[src/sv/bbea_pkg.sv]
// Shared types and constants for the block bitmap extent allocator.
// No dependencies; imported by every module of the block.
`default_nettype none

package bbea_pkg;

    // Command codes
    localparam logic CMD_ALLOC = 1'b0;
    localparam logic CMD_FREE  = 1'b1;

    // Result status codes
    localparam logic STATUS_OK       = 1'b0;
    localparam logic STATUS_NO_SPACE = 1'b1;

    // Most extents one allocate may return, and the run counter width
    localparam int MAX_RESULTS = 16;
    localparam int RUN_W       = 5;

    // Field widths of the beats
    localparam int START_W = 5;
    localparam int END_W   = 6;
    localparam int COUNT_W = 6;

    typedef enum logic [2:0] {
        S_IDLE,
        S_COUNT,
        S_DECIDE,
        S_CLAIM,
        S_FREE,
        S_ACK
    } t_state;

    // One result beat
    typedef struct packed {
        logic [START_W-1:0] extent_start;
        logic [END_W-1:0]   extent_end;
        logic               last;
        logic               status;
    } t_result;

    // Control of the rotating bitmap
    typedef struct packed {
        logic step;     // rotate by one block
        logic wr_bit;   // value written back for the head block
    } t_map_ctl;

endpackage

`default_nettype wire

[src/sv/block_bitmap_extent_allocator.sv]
// Top level of the first-fit block bitmap extent allocator.
// Depends on bbea_pkg, bbea_map_sr, bbea_out_reg and bbea_ctrl.
//
//   channel   direction   handshake                fields
//   input     in          i_in_valid / o_in_stall  cmd, block_count, free_start, free_end
//   output    out         o_out_valid / i_out_stall extent_start, extent_end, last, status
//
// The used-block map rotates through a shift register, one block per cycle.
// Allocate: a counting pass over every block, one decide state, then a claim pass
// over every block; no space skips the claim pass and sends a status beat. Free
// makes one pass over every block and echoes its extent; a zero request only acks.
// Reset (synchronous, active low) marks every block free.
// A stalled output holds the claim pass at the block that closes a run.
`default_nettype none

module block_bitmap_extent_allocator
    import bbea_pkg::*;
#(
    parameter int NUM_BLOCKS = 32
) (
    input  wire                 i_clk,
    input  wire                 i_rst_n,
    input  wire                 i_in_valid,
    output logic                o_in_stall,
    input  wire                 i_cmd,
    input  wire [COUNT_W-1:0]   i_block_count,
    input  wire [START_W-1:0]   i_free_start,
    input  wire [END_W-1:0]     i_free_end,
    output logic                o_out_valid,
    input  wire                 i_out_stall,
    output logic [START_W-1:0]  o_extent_start,
    output logic [END_W-1:0]    o_extent_end,
    output logic                o_last,
    output logic                o_status
);

    t_map_ctl map_ctl;
    logic     head;
    logic     out_free;
    logic     load;
    t_result  res;

    bbea_map_sr #(
        .NUM_BLOCKS (NUM_BLOCKS)
    ) u_map (
        .i_clk   (i_clk),
        .i_rst_n (i_rst_n),
        .i_ctl   (map_ctl),
        .o_head  (head)
    );

    bbea_ctrl #(
        .NUM_BLOCKS (NUM_BLOCKS)
    ) u_ctrl (
        .i_clk         (i_clk),
        .i_rst_n       (i_rst_n),
        .i_in_valid    (i_in_valid),
        .o_in_stall    (o_in_stall),
        .i_cmd         (i_cmd),
        .i_block_count (i_block_count),
        .i_free_start  (i_free_start),
        .i_free_end    (i_free_end),
        .i_head        (head),
        .o_map_ctl     (map_ctl),
        .i_out_free    (out_free),
        .o_load        (load),
        .o_res         (res)
    );

    bbea_out_reg u_out (
        .i_clk          (i_clk),
        .i_rst_n        (i_rst_n),
        .i_load         (load),
        .i_res          (res),
        .o_free         (out_free),
        .o_out_valid    (o_out_valid),
        .i_out_stall    (i_out_stall),
        .o_extent_start (o_extent_start),
        .o_extent_end   (o_extent_end),
        .o_last         (o_last),
        .o_status       (o_status)
    );

endmodule

`default_nettype wire

[src/sv/bbea_map_sr.sv]
// Rotating bitmap of used blocks, one block per cycle at the head when stepped.
// Depends on bbea_pkg.
`default_nettype none

module bbea_map_sr
    import bbea_pkg::*;
#(
    parameter int NUM_BLOCKS = 32
) (
    input  wire           i_clk,
    input  wire           i_rst_n,
    input  wire t_map_ctl i_ctl,
    output logic          o_head
);

    logic [NUM_BLOCKS-1:0] r_map;
    logic [NUM_BLOCKS-1:0] n_map;

    // Head block leaves at bit 0 and re-enters at the top
    always_comb begin
        n_map = r_map;
        if (i_ctl.step) begin
            n_map = {i_ctl.wr_bit, r_map[NUM_BLOCKS-1:1]};
        end
    end

    always_ff @(posedge i_clk) begin
        if (!i_rst_n) begin
            r_map <= '0;
        end else begin
            r_map <= n_map;
        end
    end

    assign o_head = r_map[0];

endmodule

`default_nettype wire

[src/sv/bbea_out_reg.sv]
// Output register for result beats; holds a beat while the sink stalls.
// Depends on bbea_pkg.
`default_nettype none

module bbea_out_reg
    import bbea_pkg::*;
(
    input  wire                 i_clk,
    input  wire                 i_rst_n,
    input  wire                 i_load,
    input  wire t_result        i_res,
    output logic                o_free,
    output logic                o_out_valid,
    input  wire                 i_out_stall,
    output logic [START_W-1:0]  o_extent_start,
    output logic [END_W-1:0]    o_extent_end,
    output logic                o_last,
    output logic                o_status
);

    logic    r_valid;
    logic    n_valid;
    t_result r_res;

    // Slot is free when empty or when its beat leaves this cycle
    assign o_free  = !r_valid || !i_out_stall;
    assign n_valid = i_load || (r_valid && i_out_stall);

    always_ff @(posedge i_clk) begin
        if (!i_rst_n) begin
            r_valid <= 1'b0;
        end else begin
            r_valid <= n_valid;
        end
    end

    // Payload, no reset
    always_ff @(posedge i_clk) begin
        if (i_load) begin
            r_res <= i_res;
        end
    end

    assign o_out_valid    = r_valid;
    assign o_extent_start = r_res.extent_start;
    assign o_extent_end   = r_res.extent_end;
    assign o_last         = r_res.last;
    assign o_status       = r_res.status;

endmodule

`default_nettype wire

[src/sv/bbea_ctrl.sv]
// Command sequencer: counting pass, claim pass and free pass over the
// rotating bitmap, one block per cycle unless a stalled output holds the claim pass. Depends on bbea_pkg.
`default_nettype none

module bbea_ctrl
    import bbea_pkg::*;
#(
    parameter int NUM_BLOCKS = 32
) (
    input  wire                 i_clk,
    input  wire                 i_rst_n,
    input  wire                 i_in_valid,
    output logic                o_in_stall,
    input  wire                 i_cmd,
    input  wire [COUNT_W-1:0]   i_block_count,
    input  wire [START_W-1:0]   i_free_start,
    input  wire [END_W-1:0]     i_free_end,
    input  wire                 i_head,
    output t_map_ctl            o_map_ctl,
    input  wire                 i_out_free,
    output logic                o_load,
    output t_result             o_res
);

    localparam int PW = $clog2(NUM_BLOCKS);
    localparam int CW = $clog2(NUM_BLOCKS + 1);
    localparam int XW = (CW > COUNT_W) ? CW : COUNT_W;
    localparam logic [PW-1:0] LAST_POS = PW'(NUM_BLOCKS - 1);

    t_state             r_state,      n_state;
    logic [PW-1:0]      r_pos,        n_pos;
    logic [COUNT_W-1:0] r_need,       n_need;
    logic [COUNT_W-1:0] r_want,       n_want;
    logic [CW-1:0]      r_free_cnt,   n_free_cnt;
    logic [RUN_W-1:0]   r_runs,       n_runs;
    logic               r_in_run,     n_in_run;
    logic               r_frag,       n_frag;
    logic [PW-1:0]      r_start,      n_start;
    logic [START_W-1:0] r_fs,         n_fs;
    logic [END_W-1:0]   r_fe,         n_fe;
    logic               r_ack_status, n_ack_status;
    logic               r_ack_echo,   n_ack_echo;

    logic               accept;
    logic               last_pos;
    logic [PW-1:0]      run_start;
    logic [PW:0]        pos_next;
    logic [XW-1:0]      pos_x;
    logic               in_range;

    assign accept   = i_in_valid && (r_state == S_IDLE);
    assign last_pos = (r_pos == LAST_POS);
    assign run_start = r_in_run ? r_start : r_pos;
    assign pos_next = {1'b0, r_pos} + 1'b1;
    assign pos_x    = XW'(r_pos);
    // The position never reaches NUM_BLOCKS, so the end needs no clamp
    assign in_range = (pos_x >= XW'(r_fs)) && (pos_x < XW'(r_fe));

    always_ff @(posedge i_clk) begin
        if (!i_rst_n) begin
            r_state <= S_IDLE;
        end else begin
            r_state <= n_state;
        end
    end

    always_ff @(posedge i_clk) begin
        r_pos        <= n_pos;
        r_need       <= n_need;
        r_want       <= n_want;
        r_free_cnt   <= n_free_cnt;
        r_runs       <= n_runs;
        r_in_run     <= n_in_run;
        r_frag       <= n_frag;
        r_start      <= n_start;
        r_fs         <= n_fs;
        r_fe         <= n_fe;
        r_ack_status <= n_ack_status;
        r_ack_echo   <= n_ack_echo;
    end

    // Next state and outputs
    always_comb begin
        n_state      = r_state;
        n_pos        = r_pos;
        n_need       = r_need;
        n_want       = r_want;
        n_free_cnt   = r_free_cnt;
        n_runs       = r_runs;
        n_in_run     = r_in_run;
        n_frag       = r_frag;
        n_start      = r_start;
        n_fs         = r_fs;
        n_fe         = r_fe;
        n_ack_status = r_ack_status;
        n_ack_echo   = r_ack_echo;
        o_map_ctl    = '{step: 1'b0, wr_bit: i_head};
        o_load       = 1'b0;
        o_res        = '{extent_start: '0, extent_end: '0, last: 1'b1,
                         status: STATUS_OK};
        o_in_stall   = (r_state != S_IDLE);

        unique case (r_state)
            S_IDLE: begin
                if (accept) begin
                    n_pos      = '0;
                    n_fs       = i_free_start;
                    n_fe       = i_free_end;
                    n_want     = i_block_count;
                    n_need     = i_block_count;
                    n_free_cnt = '0;
                    n_runs     = '0;
                    n_in_run   = 1'b0;
                    n_frag     = 1'b0;
                    n_ack_echo = 1'b0;
                    n_ack_status = STATUS_OK;
                    if (i_cmd == CMD_FREE) begin
                        n_state = S_FREE;
                    end else if (i_block_count == '0) begin
                        n_state = S_ACK;
                    end else begin
                        n_state = S_COUNT;
                    end
                end
            end

            // Count free blocks and the runs the request would span
            S_COUNT: begin
                o_map_ctl.step = 1'b1;
                if (!i_head) begin
                    n_free_cnt = r_free_cnt + 1'b1;
                    if (r_need != '0) begin
                        if (!r_in_run) begin
                            if (r_runs == RUN_W'(MAX_RESULTS)) begin
                                n_frag = 1'b1;
                            end else begin
                                n_runs = r_runs + 1'b1;
                            end
                        end
                        n_in_run = 1'b1;
                        n_need   = r_need - 1'b1;
                    end
                end else if (r_need != '0) begin
                    n_in_run = 1'b0;
                end
                n_pos = r_pos + 1'b1;
                if (last_pos) begin
                    n_state = S_DECIDE;
                end
            end

            S_DECIDE: begin
                n_pos    = '0;
                n_need   = r_want;
                n_in_run = 1'b0;
                if (r_frag || (XW'(r_want) > XW'(r_free_cnt))) begin
                    n_ack_status = STATUS_NO_SPACE;
                    n_state      = S_ACK;
                end else begin
                    n_state = S_CLAIM;
                end
            end

            // Claim lowest free blocks; a beat leaves as each run closes
            S_CLAIM: begin
                if (r_need != '0 && !i_head) begin
                    o_map_ctl.wr_bit = 1'b1;
                    if (r_need == COUNT_W'(1)) begin
                        o_res.extent_start = START_W'(run_start);
                        o_res.extent_end   = END_W'(pos_next);
                        o_res.last         = 1'b1;
                        o_load             = i_out_free;
                        o_map_ctl.step     = i_out_free;
                    end else begin
                        o_map_ctl.step = 1'b1;
                    end
                    if (o_map_ctl.step) begin
                        n_need   = r_need - 1'b1;
                        n_in_run = 1'b1;
                        n_start  = run_start;
                    end
                end else if (r_need != '0 && r_in_run) begin
                    o_res.extent_start = START_W'(r_start);
                    o_res.extent_end   = END_W'({1'b0, r_pos});
                    o_res.last         = 1'b0;
                    o_load             = i_out_free;
                    o_map_ctl.step     = i_out_free;
                    if (i_out_free) begin
                        n_in_run = 1'b0;
                    end
                end else begin
                    o_map_ctl.step = 1'b1;
                end
                if (o_map_ctl.step) begin
                    n_pos = r_pos + 1'b1;
                    if (last_pos) begin
                        n_state = S_IDLE;
                    end
                end
            end

            // Clear the blocks of one extent
            S_FREE: begin
                o_map_ctl.step   = 1'b1;
                o_map_ctl.wr_bit = in_range ? 1'b0 : i_head;
                n_pos            = r_pos + 1'b1;
                if (last_pos) begin
                    n_ack_echo = 1'b1;
                    n_state    = S_ACK;
                end
            end

            // Single beat: free echo, zero request or no space
            S_ACK: begin
                if (r_ack_echo) begin
                    o_res.extent_start = r_fs;
                    o_res.extent_end   = r_fe;
                end
                o_res.status = r_ack_status;
                o_load       = i_out_free;
                if (i_out_free) begin
                    n_state = S_IDLE;
                end
            end

            default: begin
                n_state = S_IDLE;
            end
        endcase
    end

endmodule

`default_nettype wire
[config.mk]
export PLATFORM = sky130hd
export DESIGN_NAME = block_bitmap_extent_allocator
export DESIGN_NICKNAME = d
export VERILOG_FILES = /design/src/sv/bbea_pkg.sv /design/src/sv/block_bitmap_extent_allocator.sv /design/src/sv/bbea_map_sr.sv /design/src/sv/bbea_out_reg.sv /design/src/sv/bbea_ctrl.sv
export SDC_FILE = /design/constraint.sdc
export NUM_CORES = 1
export LEC_CHECK = 0
export ABC_AREA = 1
export BUFFER_PORTS_ARGS = -buffer_cell sky130_fd_sc_hd__buf_4
export CORE_ASPECT_RATIO = 1.1
export CORE_UTILIZATION = 54
export DETAILED_ROUTE_END_ITERATION = 7
export GPL_TIMING_DRIVEN = 0
export PLACE_DENSITY = 0.72
export REMOVE_ABC_BUFFERS = 1
export SLEW_MARGIN = 20
export SYNTH_ARGS = -nofsm -noshare
export SYNTH_HDL_FRONTEND = slang
export SYNTH_SLANG_ARGS = --single-unit
[constraint.sdc]
create_clock -name i_clk -period 2.2 [get_ports i_clk]
set_input_delay 0.22 -clock i_clk [delete_from_list [all_inputs] [get_ports i_clk]]
set_output_delay 0.22 -clock i_clk [all_outputs]
set_load 0.01 [all_outputs]
==> metrics, run 1 <==
IO Count 37; Net Sw Frac 43.4%; Worst VDD drop 1.03 mV; diodes inserted 0; Yosys warning count 0; clock sink count 97; crit path buf inv count 1; Initial Util 56.7%; switching pwr 3.35 mW; hold_ws 0.0139 ns; fin cells 681; ys async rst share 0%; P per Cell Area 1420 nW/um^2; RSZ-0062 raised after global routing no; Routed Antenna Nets 0; clk buf depth 2; Max-Cap Viols 0; Core Rows 35; Gate power share 43.8%; H-tree Lvls 3; first-pass GRT wire length 16.2 mm; Hold Vio Cnt, Final 0; total core area 8500 sq um; delay-heaviest family, CP simple AND/OR/NAND/NOR gates; Syn Area/Cell 9.13 sq um; hold wc startpoint i_free_start[4]; CP cell instances inv_1 -> ha_1 -> nand3_4 -> nand2_4 -> nand2_1 -> nand3_1 -> o21ai_0 -> nor2_2; synthesis-to-finish area growth 13.1%; DP HPWL 6.91 mm; outcome completed; grt ovf 0; nets 610; Max Transition Viols Final 0; commonest non-fill, non-tap cell in the layout inv_1; synth unique cells 42; initial antenna violation count 0; all-layer global routing usage 22.3%; r2r startpoint u_ctrl.r_need[0]$_DFFE_PP_; Hold Buf Count CTS 0; chip width 92.1 microns; Final WS setup 0.161 ns; vias in the first global route 3,498; largest net degree at the start of global routing 38; Relative slew margins 67.8%; Synth Flop Type edfxtp_1; Synth Register Bits 97; WS Path Type flop to flop; fin util 64.2%; Worst path max stage delay 0.43 ns; startpoint types flop; First-pass DRT Iterations 5; final setup fails 0; clock root buffer clkbuf_8; share of layout cells above drive strength 1 15.1%; DR iter-0 viols 253; slowest CP cell edfxtp_1; drt wl/cell 14.4 microns; sequential power share 41.6%; Max Fclk 490 MHz; clk_lat worst skew 0.37 ns; GPL Wtd Cong 0.867; die footprint 9310 sq um; synthesized instance count 528; Final min period 2.04 ns; Post-synth EDFFs 61; Clock transition at path regs 0.11 ns; # DRC 0; sequential share of the synthesized area 53.0%; Worst-Margin Slew 0.479 ns; CTS tree built; skew final 0.0179 ns; WP data arrival 2.10 ns; Leakage 2.33 nW; Post-Syn Area 4820 sq um; crit path from u_ctrl.r_need[0]$_DFFE_PP_; Inst Count DP 661; Internal 4.38 mW; CP required 2.26 ns; Die Ht 101 microns; Vias 3,751; Max FO, Critical Path 8; period utilisation layout 92.7%; pre-CTS setup slack -0.428 ns; CTS Buf Count 9; drt via density 5.51; Port-buffer cells 36; total wire length 9.79 mm; clock power share 14.5%; most frequent cells in the layout 73 x inv_1, 70 x nor2_1, 62 x nand2_1, 61 x edfxtp_1, 45 x a21oi_1; CP Capture Type flop; min-delay worst type input pin to flop
[routing by layer]
| layer | GRT usage, % | routed length (microns) | vias to the layer above |
|---|---|---|---|
| met5 | 0 | 0 | - |
| met4 | 10.5 | 251 | 0 |
| met3 | 3.24 | 391 | 24 |
| met2 | 36.6 | 4770 | 89 |
| met1 | 29.2 | 4380 | 1762 |
| li1 | - | - | 1876 |
[registers in the layout, indices dropped and copies added (netlist names), 6 cells and up]
signal,count
u_ctrl.r_fe,6
u_ctrl.r_free_cnt,6
u_ctrl.r_need,6
u_ctrl.r_want,6
u_map.r_map,32
u_out.o_extent_end,6
[synth_stat cells, types with 2 or more instances]
| master | n | share of area [%] |
|---|---|---|
| inv_1 | 73 | 5.7 |
| nor2_1 | 73 | 5.7 |
| nand2_1 | 62 | 4.8 |
| edfxtp_1 | 61 | 38 |
| a21oi_1 | 46 | 4.8 |
| dfxtp_1 | 36 | 15 |
| o21ai_1 | 30 | 3.1 |
| ha_1 | 23 | 6.0 |
| nand3_1 | 21 | 2.2 |
| o21ai_0 | 21 | 2.2 |
| nand4_1 | 9 | 1.2 |
| o221ai_1 | 9 | 1.6 |
| buf_2 | 6 | 0.62 |
| nor2_2 | 5 | 0.65 |
| clkbuf_1 | 4 | 0.31 |
| inv_2 | 4 | 0.31 |
| a22oi_1 | 3 | 0.47 |
| buf_6 | 3 | 0.70 |
| nand2_2 | 3 | 0.39 |
| nand2_4 | 3 | 0.70 |
| nor3_1 | 3 | 0.31 |
| nor4_1 | 3 | 0.39 |
| xor2_1 | 3 | 0.55 |
| inv_4 | 2 | 0.26 |
| nand3_4 | 2 | 0.73 |
| nand3b_1 | 2 | 0.31 |
| o22ai_1 | 2 | 0.26 |
| o31ai_1 | 2 | 0.31 |
[what timing repair did]
| item | in CTS | in global routing |
|---|---|---|
| gates cloned | 0 | 2 |
| resized for setup | 5 | 5 |
| pin swaps | 0 | 2 |
| setup buffers | 0 | 2 |
| endpoints found under the setup margin | 29 | 58 |
[worst reg2reg max path, cell delays in order (launching register included)]
cell and delay [ns]:
edfxtp_1 0.43, inv_1 0.12, ha_1 0.20, nand3_4 0.15
nand2_4 0.14, nand2_1 0.18, nand3_1 0.17, o21ai_0 0.12
nor2_2 0.22
[cell families (layout without fill, tap and decap cells)]
group	after synthesis	in the layout	synth area share, %
simple gates	190	192	18.3
compound gates	120	120	13.9
flops	97	97	53.0
buf+inv	94	134	8.13
fa+ha+maj	23	23	5.97
xor+xnor	4	4	0.727
[per-stage QoR]
stage | TNS [ns] | power [mW] | instance area (sq um)
6_report | 0 | 7.73 | 5450
5_1_grt | 0 | 8.37 | 5450
4_1_cts | 0 | 7.58 | 5380
3_5_place_dp | -6.74 | 6.42 | 5160
3_3_place_gp | -19.12 | 6.22 | 5140
2_1_floorplan | -1.47 | 5.56 | 4730
[power groups by stage]
stage / Clock [mW] / Combinational, mW / Sequential, mW
after floorplan: 0 / 2.41 / 3.15
after global placement: 0 / 2.99 / 3.23
after detailed placement: 0 / 3.16 / 3.25
after CTS: 1.14 / 3.23 / 3.21
after global routing: 1.21 / 3.86 / 3.30
final: 1.12 / 3.39 / 3.22
[layout make-up]
cell class              count  area [sq um]
repair buffers             39           309
clock buffers               9           124
inverters                  79           302
well taps                 111           139
fillers                   732          3040
clock inverters             7          75.1
multi-input cells         339          1950
flip-flops and latches     97          2550
[worst paths after layout]
kind | slack, ns | depth (start not counted) | end
worst max-delay path | 0.16 | 8 | u_ctrl.r_pos[1]$_SDFFCE_PN0P_
worst min-delay path | 0.01 | 1 | u_ctrl.r_fs[4]$_DFFE_PP_
worst max register to register | 0.16 | 8 | u_ctrl.r_pos[1]$_SDFFCE_PN0P_
worst min register to register | 0.49 | 2 | u_map.r_map[18]$_SDFFE_PN0P_
(Power assumes the default switching activity.)
==> run 2, diff against run 1 <==
Settings changed: ABC_AREA 1 to default, SYNTH_HIERARCHICAL from default to 1.
==> run 2 against run 1 <==
The run now ends with negative setup slack left. Hold slack better by 0.019 ns. Critical path depth up 1. Total power down 9.1%. Highest routed layer unchanged.
==> metrics, run 2 <==
drt via density 5.61 (+1.9%); initial antenna violation count 0 (unchanged); WP data arrival 2.47 ns (+0.37 ns); fin cells 597 (-12%); largest register by flop count u_map/r_map; final setup fails 5 (+5); all-layer global routing usage 20.2% (-2.1 points); Post-synth EDFFs 61 (unchanged); vias in the first global route 3,165 (-9.5%); Core Rows 35 (unchanged); Hold Buf Count CTS 0 (unchanged); Synth Register Bits 97 (unchanged); ys async rst share 0% (unchanged); IO Count 37 (unchanged); skew final 0.0107 ns (-0.00712 ns); clk_lat worst skew 0.36 ns (about the same); Filler cells 649 (-11%); Max Transition Viols Final 0 (unchanged); die footprint 9330 sq um (+0.23%); Final min period 2.22 ns (+0.182 ns); post-synth top area cell edfxtp_1; commonest non-fill, non-tap cell in the layout edfxtp_1; Clock transition at path regs 0.09 ns (-0.02 ns); Synth top area share 37.9% (-0.089 points); P per Cell Area 1220 nW/um^2 (-14%); Vias 3,351 (-11%); startpoint types flop; total wire length 9.27 mm (-5.3%); DP HPWL 6.24 mm (-9.7%); sequential share of the synthesized area 52.8% (-0.12 points); Initial Util 56.6% (-0.16 points); Max Fclk 450 MHz (-8.2%); total core area 8540 sq um (+0.52%); Syn Area/Cell 11.3 sq um (+24%); DR iter-0 viols 286 (+13%); Worst-Margin Slew 0.567 ns (+0.0879 ns); Synth Flop Type edfxtp_1; grt ovf 0 (unchanged); GPL Wtd Cong 0.795 (-8.2%); Final WS setup -0.0212 ns (-0.182 ns); share of layout cells above drive strength 1 23.3% (+8.2 points); RSZ-0062 raised after global routing yes; largest net degree at the start of global routing 37 (-2.6%); chip width 92.2 microns (+0.11%); CP required 2.45 ns (+0.19 ns); Worst VDD drop 0.547 mV (-47%); most frequent cells in the layout 61 x edfxtp_1, 53 x buf_4, 39 x nor2b_1, 35 x nor2_1, 33 x dfxtp_1; CTS Buf Count 9 (unchanged); Routed Antenna Nets 0 (unchanged); Hold Vio Cnt, Final 0 (unchanged); synth unique cells 55 (+31%); Largest register FFs 32 (unchanged); Post-Syn Area 4830 sq um (+0.23%); synthesized instance count 427 (-19%); clock root buffer clkbuf_8; CTS tree built; first-pass GRT wire length 14.7 mm (-9.7%); Die Ht 101 microns (+0.11%); clock sink count 97 (unchanged); outcome complete, but fails checks; Port-buffer cells 36 (unchanged); largest cells by area after synthesis edfxtp_1 38%, dfxtp_1 15%, mux2i_1 6.8%, ha_1 5.7%, nor2b_1 5.1%; clk buf depth 2 (unchanged); Inst Count DP 557 (-16%); Max-Cap Viols 0 (unchanged); Relative slew margins 61.8% (-6.0 points); diodes inserted 0 (unchanged); H-tree Lvls 3 (unchanged); WS Path Type flop to flop; synth cell count leaders 61 x edfxtp_1, 39 x nor2b_1, 36 x dfxtp_1, 36 x nor2_1, 33 x mux2i_1; period utilisation layout 101% (+8.3 points); Yosys warning count 6 (+6); pre-CTS setup slack -0.940 ns (-0.512 ns); synthesis-to-finish area growth 18.8%; min-delay worst type input pin to flop; drt wl/cell 15.5 microns (+8.0%); First-pass DRT Iterations 5 (unchanged); nets 525 (-14%); # DRC 0 (unchanged); Max FO, Critical Path 8 (unchanged); failing checks negative setup slack; Leakage 2.25 nW (-3.5%); CP Capture Type flop; count leader, synth edfxtp_1
==> run 2: cell types whose count changed after synthesis, moves of 9 or more <==
cell and change:
nand2_1 -47, nor2b_1 +39, o21ai_1 -30, mux2i_1 +33
a21oi_1 -30, nor2_1 -37, o21ai_0 -12, o221ai_1 -9
nand3_1 -12, inv_1 -45
==> run 2: cell type report <==
class | count | area, sq um | area share [%]
timing repair buffer | 62 | 568 | 9.90
multi-input combinational | 283 | 2150 | 37.4
sequential | 97 | 2560 | 44.6
clock buffer | 10 | 128 | 2.23
tap | 111 | 139 | 2.42
inverter | 28 | 105 | 1.83
clock inverter | 6 | 91.3 | 1.59
==> run 2: worst paths after layout <==
| kind | startpoint | to | slack [ns] | depth (start not counted) |
|---|---|---|---|---|
| min | i_free_start[1] | u_ctrl/r_fs[1]$_DFFE_PP_ | 0.03 | 1 |
| min reg2reg | u_map/r_map[25]$_SDFFE_PN0P_ | u_map/r_map[25]$_SDFFE_PN0P_ | 0.52 | 2 |
| max reg2reg | u_ctrl/r_need[3]$_DFFE_PP_ | u_map/r_map[10]$_SDFFE_PN0P_ | -0.02 | 9 |
| max | u_ctrl/r_need[3]$_DFFE_PP_ | u_map/r_map[10]$_SDFFE_PN0P_ | -0.02 | 9 |
==> run 2: kinds of logic (layout without fill, tap and decap cells) <==
kind of cell | Yosys count | after routing | synth area share [%]
simple gates | 139 | 140 | 15.5
flops | 97 | 97 | 52.8
compound gates | 71 | 71 | 10.6
buf+inv | 48 | 106 | 5.13
mux | 37 | 37 | 7.77
fa+ha+maj | 22 | 22 | 5.70
xor+xnor | 13 | 13 | 2.36
==> run 2: timing repair <==
| action | in CTS | in global routing |
|---|---|---|
| setup endpoints to repair | 76 | 62 |
| pin swaps | 3 | 9 |
| setup buffers | 9 | 13 |
| cloned | 0 | 2 |
| endpoints found under the hold margin | 0 | 0 |
| gates resized for setup | 10 | 19 |
==> run 2: power by group <==
part           switching, mW  internal (mW)  leakage (nW)
clock                  0.604          0.647         0.111
combinational           1.39           1.39          1.26
sequential             0.487           2.50         0.879
total                   2.48           4.54          2.25
==> run 2: per-stage QoR <==
step	cell area [sq um]	TNS [ns]	util (%)	power, mW	hold WS, ns
2_1_floorplan	4690	-65.12	-	4.48	0.319
3_5_place_dp	5190	-24.76	60.7	5.31	0.400
3_3_place_gp	5100	-113.32	59.7	4.97	0.399
6_report	5740	-0.0595	67.2	7.02	0.0331
4_1_cts	5540	0	64.9	6.77	0.0140
5_1_grt	5740	-2.44	67.2	7.44	0.00970
==> run 2: routing by layer <==
layer	vias to the layer above	part of all wire (%)	global-route usage (%)
met3	14	5.9	3.98
met1	1599	45	26.7
met4	0	1.4	8.17
li1	1642	-	-
met5	-	0	0
met2	96	48	32.9
==> run 2: worst max-delay path, cell delays in order (launching register included) <==
cell,delay (ns)
edfxtp_1,0.48
nor4_4,0.40
buf_4,0.20
and3_4,0.19
o211a_1,0.18
o22ai_4,0.09
clkbuf_16,0.19
buf_12,0.14
mux2i_1,0.17
nor2b_1,0.08
==> run 3, diff against run 2 <==
Settings changed: CORE_UTILIZATION 54 to 55, CTS_BUF_LIST from default to sky130_fd_sc_hd__clkbuf_4 sky130_fd_sc_hd__clkbuf_8, PLACE_DENSITY 0.72 to 0.73.
==> run 3 against run 2 <==
The run now ends clean. Count of clock-buffer cells in the layout grew 1. Combinational power is 3% lower. Largest cell class unchanged. First-iteration DRC count fell by 41%. Largest power group unchanged. Register-to-register slack improved by 0.08 ns. Non-clock buffer count down 3.
==> metrics, run 3 (same netlist as run 2, synthesis figures left out) <==
clock root buffer clkbuf_8; CTS Buf Count 9 (unchanged); die footprint 9160 sq um (-1.8%); Final Power 6.86 mW (-2.4%); Routed Antenna Nets 0 (unchanged); final setup fails 0 (-5); drt wl/cell 15.5 microns (about the same); Max Fclk 468 MHz (+4.0%); most frequent cells in the layout 61 x edfxtp_1, 51 x buf_4, 39 x nor2b_1, 35 x nor2_1; clock sink count 97 (unchanged); outcome completed; Internal 4.43 mW (-2.6%); IO Count 37 (unchanged); WS Path Type flop to flop; min-delay worst type input pin to flop; nets 521 (-0.76%); GRT met1 Usage 25.7% (-0.95 points); all-layer global routing usage 20.6% (+0.41 points); clock power share 17.3% (-0.5 points); Worst-Margin Slew 0.622 ns (+0.0549 ns); vias in the first global route 3,107 (-1.8%); area of the multi-input gates 2100 sq um (-2.3%); worst reg-to-reg setup slack 0.06 ns (+0.08 ns); Gate power share 39.5% (about the same); Leakage 2.22 nW (-1.4%); Vias 3,270 (-2.4%); chip width 91.3 microns (-0.90%); # DRC 0 (unchanged); skew final 0.0113 ns (+0.000529 ns); Final min period 2.14 ns (-0.0848 ns); Final WS setup 0.0636 ns (+0.0848 ns); fin util 66.5% (-0.64 points); Port-buffer cells 36 (unchanged); largest net degree at the start of global routing 37 (unchanged); synthesis-to-finish area growth 16.4%; clk buf depth 2 (unchanged); DP Area 5170 sq um (-0.39%); CTS tree built; Die Ht 100 microns (-0.89%); Worst VDD drop 0.742 mV (+36%); share of layout cells above drive strength 1 22.0% (-1.3 points); drt via density 5.51 (-1.8%); total core area 8450 sq um (-1.0%); Filler cells 609 (-6.2%); setup tns final 0 ns (+0.0595 ns); Largest register FFs 32 (unchanged); GPL Wtd Cong 0.821 (+3.3%); H-tree Lvls 3 (unchanged); Final Instance Area 5620 sq um (-2.0%); Relative slew margins 58.5% (-3.4 points); WP data arrival 2.39 ns (-0.08 ns); Core Rows 35 (unchanged); startpoint types flop; grt ovf 0 (unchanged); First-pass DRT Iterations 5 (unchanged); Clock transition at path regs 0.10 ns (about the same); diodes inserted 0 (unchanged); register area 2560 sq um (unchanged); Hold Vio Cnt, Final 0 (unchanged); DR iter-0 viols 170 (-41%); Max-Cap Viols 0 (unchanged); GR Layer Usage met3 4.32% (+0.34 points); pre-CTS setup slack -0.546 ns (+0.394 ns); Net Sw Frac 35.5% (+0.14 points); total wire length 9.21 mm (-0.58%); Initial Util 57.1% (+0.59 points); P per Cell Area 1220 nW/um^2 (-0.41%); clk_lat worst skew 0.36 ns (about the same); CP required 2.45 ns (about the same); Max Transition Viols Final 0 (unchanged); GR Util met2 35.7% (+2.8 points); GRT Max-Usage Layer met2; DP HPWL 6.38 mm (+2.2%); sequential power share 43.2% (+0.6 points); Hold Buf Count CTS 0 (unchanged); CP Capture Type flop; largest register by flop count u_map/r_map; commonest non-fill, non-tap cell in the layout edfxtp_1; switching pwr 2.43 mW (-2.0%); initial antenna violation count 0 (unchanged); Max FO, Critical Path 9 (+1); period utilisation layout 97.1% (-3.9 points); first-pass GRT wire length 14.8 mm (+0.52%)
[run 3: path summary, 6_finish.rpt]
| kind | start | to | cells past startpoint |
|---|---|---|---|
| setup / recovery | u_ctrl/r_need[0]$_DFFE_PP_ | u_map/r_map[20]$_SDFFE_PN0P_ | 10 |
| hold reg to reg | u_map/r_map[4]$_SDFFE_PN0P_ | u_map/r_map[4]$_SDFFE_PN0P_ | 2 |
| hold / removal | i_free_start[1] | u_ctrl/r_fs[1]$_DFFE_PP_ | 1 |
| setup reg to reg | u_ctrl/r_need[0]$_DFFE_PP_ | u_map/r_map[20]$_SDFFE_PN0P_ | 10 |
[run 3: metal layers]
layer	up-vias	share of wire, %
li1	1624	-
met1	1571	45
met2	67	50
met3	8	3.9
met4	0	1.4
met5	-	0
[run 3: critical path, cell delays in order (launching register included)]
cell	delay, ns
edfxtp_1	0.42
inv_1	0.12
ha_4	0.17
nor2_1	0.06
and3_2	0.26
o211a_1	0.26
o22ai_4	0.15
buf_12	0.15
buf_6	0.16
mux2i_1	0.21
nor2b_1	0.06
[run 3: power by group through the flow]
stage	Sequential [mW]	Combinational, mW	Clock [mW]
after floorplan	2.87	1.61	0
after global placement	2.99	1.97	0
after detailed placement	3.01	2.20	0
after CTS	2.98	2.32	1.22
after global routing	3.02	2.95	1.28
final	2.96	2.71	1.19
[run 3: layout make-up]
| cell class | instances | area share (%) |
|---|---|---|
| clock inverters | 5 | 1.07 |
| inverters | 28 | 1.87 |
| repair buffers | 59 | 9.21 |
| flip-flops and latches | 97 | 45.5 |
| multi-input cells | 282 | 37.3 |
| clock buffers | 11 | 2.58 |
| well taps | 111 | 2.47 |
[run 3: timing repair]
action	CTS	global route
pin swaps	3	3
setup buffers	4	13
gates resized for setup	9	6
gates cloned	0	3
endpoints found under the setup margin	83	50
[run 3: stage by stage]
step / cells / hold slack [ns]
3_3_place_gp: 554 / 0.399
3_5_place_dp: 557 / 0.400
6_report: 593 / 0.0386
2_1_floorplan: 407 / 0.319
4_1_cts: 577 / 0.0161
5_1_grt: 593 / 0.0133
